==> config.mk <==
export PLATFORM = sky130hd
export DESIGN_NAME = rpn_stack_calculator_unit
export DESIGN_NICKNAME = d
export VERILOG_FILES = /design/src/hdl/rpn_pkg.sv /design/src/hdl/rpn_front.sv /design/src/hdl/rpn_div.sv /design/src/hdl/rpn_exec.sv /design/src/hdl/rpn_stack_calculator_unit.sv
export SDC_FILE = /design/constraint.sdc
export NUM_CORES = 2
export LEC_CHECK = 0
export BUFFER_PORTS_ARGS = -buffer_cell sky130_fd_sc_hd__buf_2
export CORE_UTILIZATION = 45
export DETAILED_ROUTE_END_ITERATION = 6
export MAX_ROUTING_LAYER = met4
export PLACE_DENSITY = 0.6
export RECOVER_POWER = 50
export SLEW_MARGIN = 5
export SYNTH_ARGS = -nofsm -noshare
export SYNTH_HDL_FRONTEND = slang
export SYNTH_SLANG_ARGS = --single-unit
==> constraint.sdc <==
create_clock -name clk -period 9.12 [get_ports clk]
set_input_delay 0.912 -clock clk [delete_from_list [all_inputs] [get_ports clk]]
set_output_delay 0.912 -clock clk [all_outputs]
set_load 0.005 [all_outputs]
==> src/hdl/rpn_pkg.sv <==
package rpn_pkg;

	localparam int IN_W = 40;
	localparam int OUT_W = 48;
	localparam int DATA_W = 32;
	localparam int OPCODE_W = 3;
	localparam int STATUS_W = 2;
	localparam int COUNT_W = 7;

	localparam int QUEUE_DEPTH = 4;
	localparam int QUEUE_AW = $clog2(QUEUE_DEPTH);
	localparam int QUEUE_CW = $clog2(QUEUE_DEPTH + 1);

	localparam logic [OPCODE_W-1:0] OP_PUSH = 3'd0;
	localparam logic [OPCODE_W-1:0] OP_ADD = 3'd1;
	localparam logic [OPCODE_W-1:0] OP_SUB = 3'd2;
	localparam logic [OPCODE_W-1:0] OP_MUL = 3'd3;
	localparam logic [OPCODE_W-1:0] OP_DIV = 3'd4;

	localparam logic [STATUS_W-1:0] ST_OK = 2'd0;
	localparam logic [STATUS_W-1:0] ST_FEW = 2'd1;
	localparam logic [STATUS_W-1:0] ST_DIVZERO = 2'd2;
	localparam logic [STATUS_W-1:0] ST_FULL = 2'd3;

	typedef enum logic [2:0] {
		KIND_PUSH,
		KIND_ADD,
		KIND_SUB,
		KIND_MUL,
		KIND_DIV,
		KIND_NOP
	} kind_t;

	typedef struct packed {
		kind_t kind;
		logic [DATA_W-1:0] operand;
	} cmd_t;

	typedef enum logic [2:0] {
		S_IDLE,
		S_CALC,
		S_DIVIDE,
		S_FINISH
	} exec_state_t;

endpackage

==> src/hdl/rpn_front.sv <==
module rpn_front (
	input  logic clk,
	input  logic arst_n,
	input  logic s_tvalid,
	output logic s_tready,
	// opcode [2:0], operand [34:3], zero fill [39:35]
	input  logic [rpn_pkg::IN_W-1:0] s_tdata,
	output logic q_valid,
	input  logic q_ready,
	output rpn_pkg::cmd_t q_data
);

	rpn_pkg::cmd_t queue_q [rpn_pkg::QUEUE_DEPTH];
	logic [rpn_pkg::QUEUE_AW-1:0] wr_ptr_q;
	logic [rpn_pkg::QUEUE_AW-1:0] rd_ptr_q;
	logic [rpn_pkg::QUEUE_CW-1:0] fill_q;
	rpn_pkg::cmd_t cmd_in;
	logic push;
	logic pop;

	always_comb begin
		cmd_in.operand = s_tdata[rpn_pkg::OPCODE_W +: rpn_pkg::DATA_W];
		case (s_tdata[rpn_pkg::OPCODE_W-1:0])
			rpn_pkg::OP_PUSH: cmd_in.kind = rpn_pkg::KIND_PUSH;
			rpn_pkg::OP_ADD: cmd_in.kind = rpn_pkg::KIND_ADD;
			rpn_pkg::OP_SUB: cmd_in.kind = rpn_pkg::KIND_SUB;
			rpn_pkg::OP_MUL: cmd_in.kind = rpn_pkg::KIND_MUL;
			rpn_pkg::OP_DIV: cmd_in.kind = rpn_pkg::KIND_DIV;
			default: cmd_in.kind = rpn_pkg::KIND_NOP;
		endcase
	end

	assign s_tready = (fill_q != rpn_pkg::QUEUE_CW'(rpn_pkg::QUEUE_DEPTH));
	assign q_valid = (fill_q != '0);
	assign q_data = queue_q[rd_ptr_q];
	assign push = s_tvalid && s_tready;
	assign pop = q_valid && q_ready;

	always_ff @(posedge clk) begin
		if (push) begin
			queue_q[wr_ptr_q] <= cmd_in;
		end
	end

	always_ff @(posedge clk or negedge arst_n) begin
		if (!arst_n) begin
			wr_ptr_q <= '0;
			rd_ptr_q <= '0;
			fill_q <= '0;
		end else begin
			if (push) begin
				wr_ptr_q <= wr_ptr_q + 1'b1;
			end
			if (pop) begin
				rd_ptr_q <= rd_ptr_q + 1'b1;
			end
			if (push && !pop) begin
				fill_q <= fill_q + 1'b1;
			end else if (pop && !push) begin
				fill_q <= fill_q - 1'b1;
			end
		end
	end

endmodule

==> src/hdl/rpn_div.sv <==
module rpn_div (
	input  logic clk,
	input  logic arst_n,
	input  logic start,
	input  logic [rpn_pkg::DATA_W-1:0] dividend,
	input  logic [rpn_pkg::DATA_W-1:0] divisor,
	output logic done,
	output logic [rpn_pkg::DATA_W-1:0] quotient
);

	localparam int W = rpn_pkg::DATA_W;
	localparam int CNT_W = $clog2(W);

	logic busy_q;
	logic done_q;
	logic neg_q;
	logic [CNT_W-1:0] cnt_q;
	logic [W-1:0] rem_q;
	logic [W-1:0] quo_q;
	logic [W-1:0] dvs_q;
	logic [W:0] rem_sh;
	logic [W:0] diff;
	logic ge;
	logic [W-1:0] mag_a;
	logic [W-1:0] mag_b;

	assign mag_a = dividend[W-1] ? (W'(0) - dividend) : dividend;
	assign mag_b = divisor[W-1] ? (W'(0) - divisor) : divisor;
	assign rem_sh = {rem_q, quo_q[W-1]};
	assign diff = rem_sh - {1'b0, dvs_q};
	assign ge = (rem_sh >= {1'b0, dvs_q});
	assign done = done_q;
	assign quotient = neg_q ? (W'(0) - quo_q) : quo_q;

	always_ff @(posedge clk) begin
		if (start) begin
			rem_q <= '0;
			quo_q <= mag_a;
			dvs_q <= mag_b;
			neg_q <= dividend[W-1] ^ divisor[W-1];
		end else if (busy_q) begin
			rem_q <= ge ? diff[W-1:0] : rem_sh[W-1:0];
			quo_q <= {quo_q[W-2:0], ge};
		end
	end

	always_ff @(posedge clk or negedge arst_n) begin
		if (!arst_n) begin
			busy_q <= 1'b0;
			done_q <= 1'b0;
			cnt_q <= '0;
		end else begin
			done_q <= 1'b0;
			if (start) begin
				busy_q <= 1'b1;
				cnt_q <= '0;
			end else if (busy_q) begin
				cnt_q <= cnt_q + 1'b1;
				if (cnt_q == CNT_W'(W - 1)) begin
					busy_q <= 1'b0;
					done_q <= 1'b1;
				end
			end
		end
	end

endmodule

==> src/hdl/rpn_exec.sv <==
module rpn_exec #(
	parameter int STACK_DEPTH = 64
) (
	input  logic clk,
	input  logic arst_n,
	input  logic q_valid,
	output logic q_ready,
	input  rpn_pkg::cmd_t q_data,
	output logic m_tvalid,
	input  logic m_tready,
	// status [1:0], result_value [33:2], stack_count [40:34], zero fill [47:41]
	output logic [rpn_pkg::OUT_W-1:0] m_tdata
);

	localparam int W = rpn_pkg::DATA_W;
	localparam int SP_W = $clog2(STACK_DEPTH + 1);
	localparam int AW = $clog2(STACK_DEPTH);
	localparam logic [SP_W-1:0] SP_FULL = SP_W'(STACK_DEPTH);
	localparam logic [SP_W-1:0] SP_ONE = SP_W'(1);
	localparam logic [SP_W-1:0] SP_TWO = SP_W'(2);

	logic [W-1:0] stack_mem [STACK_DEPTH];

	rpn_pkg::exec_state_t state_q, state_d;
	rpn_pkg::cmd_t cmd_q, cmd_d;
	logic [SP_W-1:0] sp_q, sp_d;
	logic [W-1:0] right_q;
	logic [W-1:0] left_q;
	logic [W-1:0] res_q, res_d;
	logic [rpn_pkg::STATUS_W-1:0] status_q, status_d;
	logic commit_q, commit_d;
	logic m_valid_q, m_valid_d;
	logic [rpn_pkg::STATUS_W-1:0] out_status_q, out_status_d;
	logic [W-1:0] out_value_q, out_value_d;
	logic [rpn_pkg::COUNT_W-1:0] out_count_q, out_count_d;

	logic mem_we;
	logic [AW-1:0] wr_addr;
	logic [AW-1:0] rd_addr_r;
	logic [AW-1:0] rd_addr_l;
	logic div_start;
	logic div_done;
	logic [W-1:0] div_quot;

	rpn_div u_div (
		.clk(clk),
		.arst_n(arst_n),
		.start(div_start),
		.dividend(left_q),
		.divisor(right_q),
		.done(div_done),
		.quotient(div_quot)
	);

	assign rd_addr_r = AW'(sp_q - SP_ONE);
	assign rd_addr_l = AW'(sp_q - SP_TWO);

	always_ff @(posedge clk) begin
		if (mem_we) begin
			stack_mem[wr_addr] <= res_q;
		end
		right_q <= stack_mem[rd_addr_r];
		left_q <= stack_mem[rd_addr_l];
	end

	always_comb begin
		state_d = state_q;
		cmd_d = cmd_q;
		sp_d = sp_q;
		res_d = res_q;
		status_d = status_q;
		commit_d = commit_q;
		m_valid_d = m_valid_q && !m_tready;
		out_status_d = out_status_q;
		out_value_d = out_value_q;
		out_count_d = out_count_q;
		q_ready = 1'b0;
		mem_we = 1'b0;
		wr_addr = AW'(sp_q);
		div_start = 1'b0;
		case (state_q)
			rpn_pkg::S_IDLE: begin
				if (q_valid) begin
					q_ready = 1'b1;
					cmd_d = q_data;
					status_d = rpn_pkg::ST_OK;
					res_d = '0;
					commit_d = 1'b0;
					state_d = rpn_pkg::S_FINISH;
					case (q_data.kind)
						rpn_pkg::KIND_PUSH: begin
							if (sp_q == SP_FULL) begin
								status_d = rpn_pkg::ST_FULL;
							end else begin
								res_d = q_data.operand;
								commit_d = 1'b1;
							end
						end
						rpn_pkg::KIND_NOP: begin
							status_d = rpn_pkg::ST_OK;
						end
						default: begin
							if (sp_q < SP_TWO) begin
								status_d = rpn_pkg::ST_FEW;
							end else begin
								state_d = rpn_pkg::S_CALC;
							end
						end
					endcase
				end
			end
			rpn_pkg::S_CALC: begin
				state_d = rpn_pkg::S_FINISH;
				commit_d = 1'b1;
				case (cmd_q.kind)
					rpn_pkg::KIND_ADD: res_d = left_q + right_q;
					rpn_pkg::KIND_SUB: res_d = left_q - right_q;
					rpn_pkg::KIND_MUL: res_d = left_q * right_q;
					rpn_pkg::KIND_DIV: begin
						if (right_q == '0) begin
							status_d = rpn_pkg::ST_DIVZERO;
							res_d = '0;
							commit_d = 1'b0;
						end else begin
							div_start = 1'b1;
							state_d = rpn_pkg::S_DIVIDE;
						end
					end
					default: commit_d = 1'b0;
				endcase
			end
			rpn_pkg::S_DIVIDE: begin
				if (div_done) begin
					res_d = div_quot;
					state_d = rpn_pkg::S_FINISH;
				end
			end
			rpn_pkg::S_FINISH: begin
				if (!m_valid_q || m_tready) begin
					if (commit_q) begin
						mem_we = 1'b1;
						if (cmd_q.kind == rpn_pkg::KIND_PUSH) begin
							wr_addr = AW'(sp_q);
							sp_d = sp_q + SP_ONE;
						end else begin
							wr_addr = AW'(sp_q - SP_TWO);
							sp_d = sp_q - SP_ONE;
						end
					end
					m_valid_d = 1'b1;
					out_status_d = status_q;
					out_value_d = res_q;
					out_count_d = rpn_pkg::COUNT_W'(sp_d);
					state_d = rpn_pkg::S_IDLE;
				end
			end
			default: state_d = rpn_pkg::S_IDLE;
		endcase
	end

	always_ff @(posedge clk) begin
		cmd_q <= cmd_d;
		res_q <= res_d;
		status_q <= status_d;
		commit_q <= commit_d;
		out_status_q <= out_status_d;
		out_value_q <= out_value_d;
		out_count_q <= out_count_d;
	end

	always_ff @(posedge clk or negedge arst_n) begin
		if (!arst_n) begin
			state_q <= rpn_pkg::S_IDLE;
			sp_q <= '0;
			m_valid_q <= 1'b0;
		end else begin
			state_q <= state_d;
			sp_q <= sp_d;
			m_valid_q <= m_valid_d;
		end
	end

	assign m_tvalid = m_valid_q;
	assign m_tdata = {
		(rpn_pkg::OUT_W - rpn_pkg::COUNT_W - W - rpn_pkg::STATUS_W)'(0),
		out_count_q,
		out_value_q,
		out_status_q
	};

endmodule

==> src/hdl/rpn_stack_calculator_unit.sv <==
// Reverse Polish integer calculator on an operand stack of STACK_DEPTH words.
// Each input word carries an opcode (push, add, subtract, multiply, divide)
// and a signed operand, and yields exactly one output word with a status,
// the value pushed (zero on error) and the stack depth after the item.
// Input words enter a four-entry queue, so the sender sees tready high
// while the queue has room, even while the execution side is busy.
// Items are executed one at a time because each depends on the stack the
// previous one left. A push, an unknown opcode or an error found at decode
// goes from the idle state straight to the finish state, which loads the
// output register; add, subtract and multiply pass through the calc state
// first, and divide then waits in the divide state for the 32-step divider,
// which forms one quotient bit per cycle. New items are taken only in idle.
// The result sits in an output register; while the receiver holds tready low
// the finished word waits there, execution stops at the next result, and the
// queue keeps accepting input until it is full.
// Reset clears the queue, the stack depth and the output valid; stack
// contents are not cleared, and their values are used only after they are written.
module rpn_stack_calculator_unit #(
	parameter int STACK_DEPTH = 64
) (
	input  logic clk,
	input  logic arst_n,
	input  logic s_tvalid,
	output logic s_tready,
	// opcode [2:0], operand [34:3], zero fill [39:35]
	input  logic [rpn_pkg::IN_W-1:0] s_tdata,
	output logic m_tvalid,
	input  logic m_tready,
	// status [1:0], result_value [33:2], stack_count [40:34], zero fill [47:41]
	output logic [rpn_pkg::OUT_W-1:0] m_tdata
);

	logic q_valid;
	logic q_ready;
	rpn_pkg::cmd_t q_data;

	rpn_front u_front (
		.clk(clk),
		.arst_n(arst_n),
		.s_tvalid(s_tvalid),
		.s_tready(s_tready),
		.s_tdata(s_tdata),
		.q_valid(q_valid),
		.q_ready(q_ready),
		.q_data(q_data)
	);

	rpn_exec #(
		.STACK_DEPTH(STACK_DEPTH)
	) u_exec (
		.clk(clk),
		.arst_n(arst_n),
		.q_valid(q_valid),
		.q_ready(q_ready),
		.q_data(q_data),
		.m_tvalid(m_tvalid),
		.m_tready(m_tready),
		.m_tdata(m_tdata)
	);

endmodule
**Word level (Yosys, flattened, before mapping)**

Memories as Yosys holds them, arrays and structs flattened. A register that Yosys moved wholly into a read port is not among the register bits.
Cells that the tools add are included.

- Memories: 2
- Word-level logic and storage cells: 155
- Memory bits (writable): 2188
- Bits of input ports: 44
- Output and inout port bits: 50
- Bits in registers: 201

Memory list:

| memory | words | bits a word | read ports | clocked after Yosys merged registers in | write ports | RTL line | text |
|---|---|---|---|---|---|---|---|
| u_exec.stack_mem | 64 | 32 | 2 | 2 | 1 | rpn_exec.sv:22 | `logic [W-1:0] stack_mem [STACK_DEPTH];` |
| u_front.queue_q | 4 | 35 | 1 | 0 | 1 | rpn_front.sv:13 | `rpn_pkg::cmd_t queue_q [rpn_pkg::QUEUE_DEPTH];` |

- Add/subtract/negate cells: 14
- Equality and inequality tests: 22
- Reduce and logical (&&, ||, !) cells: 28
- Multiplexer cells: 64
- Order comparisons: 2
- $mul: 1
- Bitwise gates (word level): 1

Operators with widths:

| kind | number |
|---|---|
| $mux W32 | 10 |
| $pmux W32 S4 | 1 |
| $pmux W32 S3 | 1 |
| $sub A1 B32 Y32 const A | 3 |
| $sub A32 B32 Y32 | 2 |
| $ge A33 B32 Y1 | 1 |
| $add A32 B32 Y32 | 1 |
| $logic_not A32 Y1 | 1 |
| $mul A32 B32 Y32 | 1 |
| $mux W31 | 1 |
| $mux W1 | 25 |
| $mux W6 | 4 |
| $mux W3 | 7 |
| $eq A3 B2 Y1 const B | 6 |
| $pmux W3 S5 | 1 |
| $mux W7 | 2 |
| $logic_not A3 Y1 | 4 |
| $pmux W3 S4 | 1 |
| $mux W2 | 5 |
| $mux W5 | 2 |
| $eq A3 B1 Y1 const B | 3 |
| $eq A3 B3 Y1 const B | 3 |
| $pmux W2 S2 | 2 |
| $add A7 B1 Y7 const B | 1 |
| 27 further kinds | 44 |

**Logic depth before layout (Yosys ltp)**

- Depth in word-level cells: 7
- Mapped depth: 28

**Modules after synthesis**

Synthesis repeated with hierarchy kept, for this count alone.

- Cells, all modules: 7564
- Area total of the unflattened synthesis: 130861.8 µm²

Modules (own cells, without submodules):

| module | area each (µm²) | cells each | times used |
|---|---|---|---|
| rpn_exec | 117572.8 | 6461 | 1 |
| rpn_div | 7754.9 | 882 | 1 |
| rpn_front | 5534.1 | 221 | 1 |

**Least setup slack after synthesis**

OpenSTA, ideal clock, no wires.

- Kind: reg2reg
- From: reg u_exec.right_q[7], read port of u_exec.stack_mem
- To: reg u_exec.res_q[29] (data pin)
- Slack: 1.935 ns
- Clock period less this slack: 7.185 ns
- Arrival time: 6.929 ns
- Library setup time: 0.256 ns
- Stages on the path, launching flop included: 27
- Required time: 8.864 ns
- Cells stage by stage: dfxtp_1 > clkbuf_1 > clkbuf_1 > and2_1 > fa_1 > fa_1 > fa_1 > inv_1 > fa_1 > inv_1 > fa_1 > inv_1 > fa_1 > inv_1 > fa_1 > fa_1 > ha_1 > nand2_1 > nor3_1 > nor4bb_1 > o31ai_1 > a221o_1 > a21oi_1 > xnor2_1 > o22ai_1 > a21oi_1 > nand2_1

- Word-level cells in the longest chain between the ends: 3
- Elaborated cells on any way between the ends: 5
- Those cells by class: add/sub: 2; mul: 1; mux: 2

RTL lines:

| item | RTL line | text |
|---|---|---|
| start: declaration | rpn_exec.sv:27 | `logic [W-1:0] right_q;` |
| $mul A32 B32 Y32, or another cell as far along | rpn_exec.sv:118 | `rpn_pkg::KIND_MUL: res_d = left_q * right_q;` |
| $pmux W32 S4 * | rpn_exec.sv:115 | `case (cmd_q.kind)` |
| $pmux W32 S3 * | rpn_exec.sv:81 | `case (state_q)` |
| named net u_exec.res_d[29] | rpn_exec.sv:29 | `logic [W-1:0] res_q, res_d;` |
| end signal: assignment | rpn_exec.sv:163 | `res_q <= res_d;` |
| end: declaration | rpn_exec.sv:29 |  |

Mark *: on every way through the listed nets, which the timed path passes. The rest lies on a longest branch.
A chain may end at the register's enable or synchronous reset.

**Worst setup path after layout**

- From: reg u_exec.right_q[4], read port of u_exec.stack_mem
- To: reg u_exec.res_q[29] (data pin)

The elaborated chain is that of the path after synthesis.

==> results.md <==
- Initial Util: 0.452
- Longest Clk Path Bufs: 4
- Dpl cell area: 136000 sq um
- R2R Path Start: u_exec.right_q[4]
- Slew @ Worst Pin: 4170 ps
- Synthesized flop and latch total: 2452
- Post-synth cell types: 90
- Routed Antenna Nets: 0
- Area delta synth->final: 11.1%
- Clock transition at path regs: 70 ps
- Layout cells sized above 1: 0.264
- HP Class: primary input to flip-flop
- Drt drc: 0
- Port Buf Inserts: 81
- Post-synth EDFFs: 2332
- Commonest non-fill, non-tap cell in the layout: edfxtp_1
- Number of global-route vias before repair: 77700
- RePlAce Congestion: 0.884
- Post-layout nets: 8426
- TritonCTS clock tree: done
- Max_cap viols: 40
- Drt pass-1 iters: 6
- Rel. slew slack: -1.78
- CTS Hold Buffers Added: 0
- Worst Setup End Kind: flip-flop
- Die Span Y: 540 um
- All-layer global routing usage: 0.292
- Commonest cells after routing, fill and taps aside: 2332 x edfxtp_1, 1315 x mux4_2, 547 x nand2_1
- Fill count: 23400
- Syn Std Cell Area: 130000 sq um
- Reg2reg end: u_exec.res_q[29]
- Final wirelength: 414000 um
- Initial antenna violation count: 29
- Finished layout cell area: 145000 sq um
- Fin crit share: 0.899
- Setup TNS: 0 ps
- Num rows: 197
- Clock skew: 66.0 ps
- H-tree level count: 5
- Synth Instances: 7691
- Hold endpoint: u_front.queue_q[3][23]
- CTS Buf Count: 272
- Die area: 292000 sq um
- Peak Freq: 122 MHz
- Hold Startpoint: s_tdata[26]
- Worst-Skew Late Latency: 920 ps
- Minimum clock period: 8200 ps
- Failing checks: max-capacitance violations, max-slew violations
- Core area: 288000 sq um
- Crit Path Category: flip-flop to flip-flop
- Total congestion overflow: 0
- Final Setup Violations: 0
- Avg Cell Area, Syn: 16.9 sq um
- Internal reg-to-reg setup slack: 920 ps
- RSZ-0062 raised after global routing: false
- Post-CTS Setup Inserts: 0
- Hold Fails Final Rpt: 0
- Seq/Total Area, Yosys: 0.557
- # IOs: 94
- Async set or reset register ratio after synthesis: 0.00979
- Die width: 540 um
- Worst reg-to-reg path cell count: 24
- Largest net degree at the start of global routing: 127
- Req. time, crit path: 9760 ps
- CTS sink cnt: 2452
- Hold Path Cell Cnt: 1
- Ys Warns: 0
- Via count: 76800
- Top fanout value on the critical path: 22
- Clock root buffer: clkbuf_16
- Startpoint types: flip-flop
- Violation count after the first detailed-route iteration: 10500
- Via density: 6.52
- Dpl hpwl: 247000 um
- Wirelength per Cell: 35.1 um
- Resized Gates After CTS: 0
- Critical path data arrival time: 8840 ps
- First-pass GRT wire length: 583000 um
- Synth Flop Type: edfxtp_1
- Max-slew violations: 2440
- Status: finished with violations
==> flip-flops by register name (all words and copies together), names as in the netlist, 2 cells and up <==
register             count
u_exec.state_q           2
u_exec.res_q            32
u_exec.out_count_q       7
u_front.queue_q        140
u_exec.right_q          32
u_front.rd_ptr_q         2
u_exec.out_status_q      2
u_exec.u_div.quo_q      32
u_exec.cmd_q             3
u_exec.stack_mem      2048
u_front.fill_q           3
u_exec.u_div.cnt_q       5
u_front.wr_ptr_q         2
u_exec.sp_q              7
u_exec.left_q           32
u_exec.status_q          2
u_exec.u_div.rem_q      32
u_exec.out_value_q      32
u_exec.u_div.dvs_q      32
==> cells by family (layout without fill, tap and decap cells) <==
| family | count (synthesis) | in the layout | synth area share |
|---|---|---|---|
| XOR/XNOR | 273 | 273 | 0.0183 |
| adder cells (fa/ha/maj) | 618 | 618 | 0.0830 |
| buffers and inverters | 999 | 1281 | 0.0295 |
| AO/OA/AOI/OAI | 676 | 676 | 0.0333 |
| AND/OR/NAND/NOR | 1334 | 1334 | 0.0500 |
| multiplexers | 1338 | 1338 | 0.229 |
| other | 1 | 24 | 0.0000288 |
| flip-flops | 2452 | 2452 | 0.557 |
==> Yosys cell counts (35+ instances only) <==
master	n	area [sq um]
xor2_1	124	1090
a21o_1	35	263
edfxtp_1	2332	70000
inv_1	451	1690
mux4_2	1315	29600
fa_1	411	8230
o31ai_1	47	353
ha_1	207	2590
buf_1	128	480
clkbuf_1	393	1480
and2_1	361	2260
dfxtp_1	96	1920
nor2_1	179	672
nor3_1	42	210
a211oi_1	78	586
a21oi_1	130	651
a31oi_1	76	475
xnor2_1	149	1310
o21ai_0	136	681
nand2_1	547	2050
==> worst max-delay path by stage <==
| stage | endpoint | slack (ps) | startpoint |
|---|---|---|---|
| floorplan | u_exec.res_q[29] | 1930 | u_exec.right_q[7] |
| global placement | u_exec.res_q[29] | 1040 | u_exec.right_q[4] |
| detailed placement | u_exec.res_q[31] | 1070 | u_exec.right_q[4] |
| CTS | u_exec.res_q[29] | 1020 | u_exec.right_q[4] |
| global route | u_exec.res_q[29] | 640 | u_exec.right_q[4] |
| finish | u_exec.res_q[29] | 920 | u_exec.right_q[4] |
==> layer usage <==
metal | part of all wire | wire length, um | vias up | track usage
li1 | - | - | 30400 | -
met1 | 0.38 | 155000 | 41400 | 0.377
met2 | 0.48 | 199000 | 4237 | 0.463
met3 | 0.095 | 39200 | 743 | 0.0515
met4 | 0.050 | 20800 | 0 | 0.117
met5 | 0 | 0 | - | -
==> critical path, stage by stage (launching register included) <==
cell	delay, ps
dfxtp_1	1150
and2_1	260
fa_1	420
inv_1	80
fa_1	420
fa_1	510
fa_1	550
inv_1	60
fa_1	490
inv_1	50
fa_1	540
inv_1	50
fa_1	500
fa_1	410
ha_1	380
nand2_1	120
nor3_1	300
nor4bb_1	370
o31ai_1	170
a221o_1	380
a21oi_1	250
xnor2_1	160
o22ai_1	100
a21oi_1	140
nand2_1	70
==> layout make-up <==
class                           instances  area [sq um]  share of cell area
Antenna cell                           17          42.5            0.000294
Inverter                              453          1700              0.0117
Clock inverter                        148          1430             0.00984
Timing Repair Buffer                  339          2360              0.0163
Clock buffer                          341          7330              0.0506
Multi-Input combinational cell       4246         54700               0.378
Sequential cell                      2452         72600               0.501
Tap cell                             3781          4730              0.0327
==> stage by stage <==
stage	hold WS, ps	worst slack (ps)	utilization	instances
floorplan	400	1930	-	7697
global placement	403	1040	0.473	11300
detailed placement	408	1070	0.473	11300
CTS	74.8	1020	0.503	11800
global route	274	642	0.503	11800
finish	282	918	0.503	11800
Power is not shown: default switching activity piles up to over one toggle a cycle in this logic, so the estimate is an artifact.
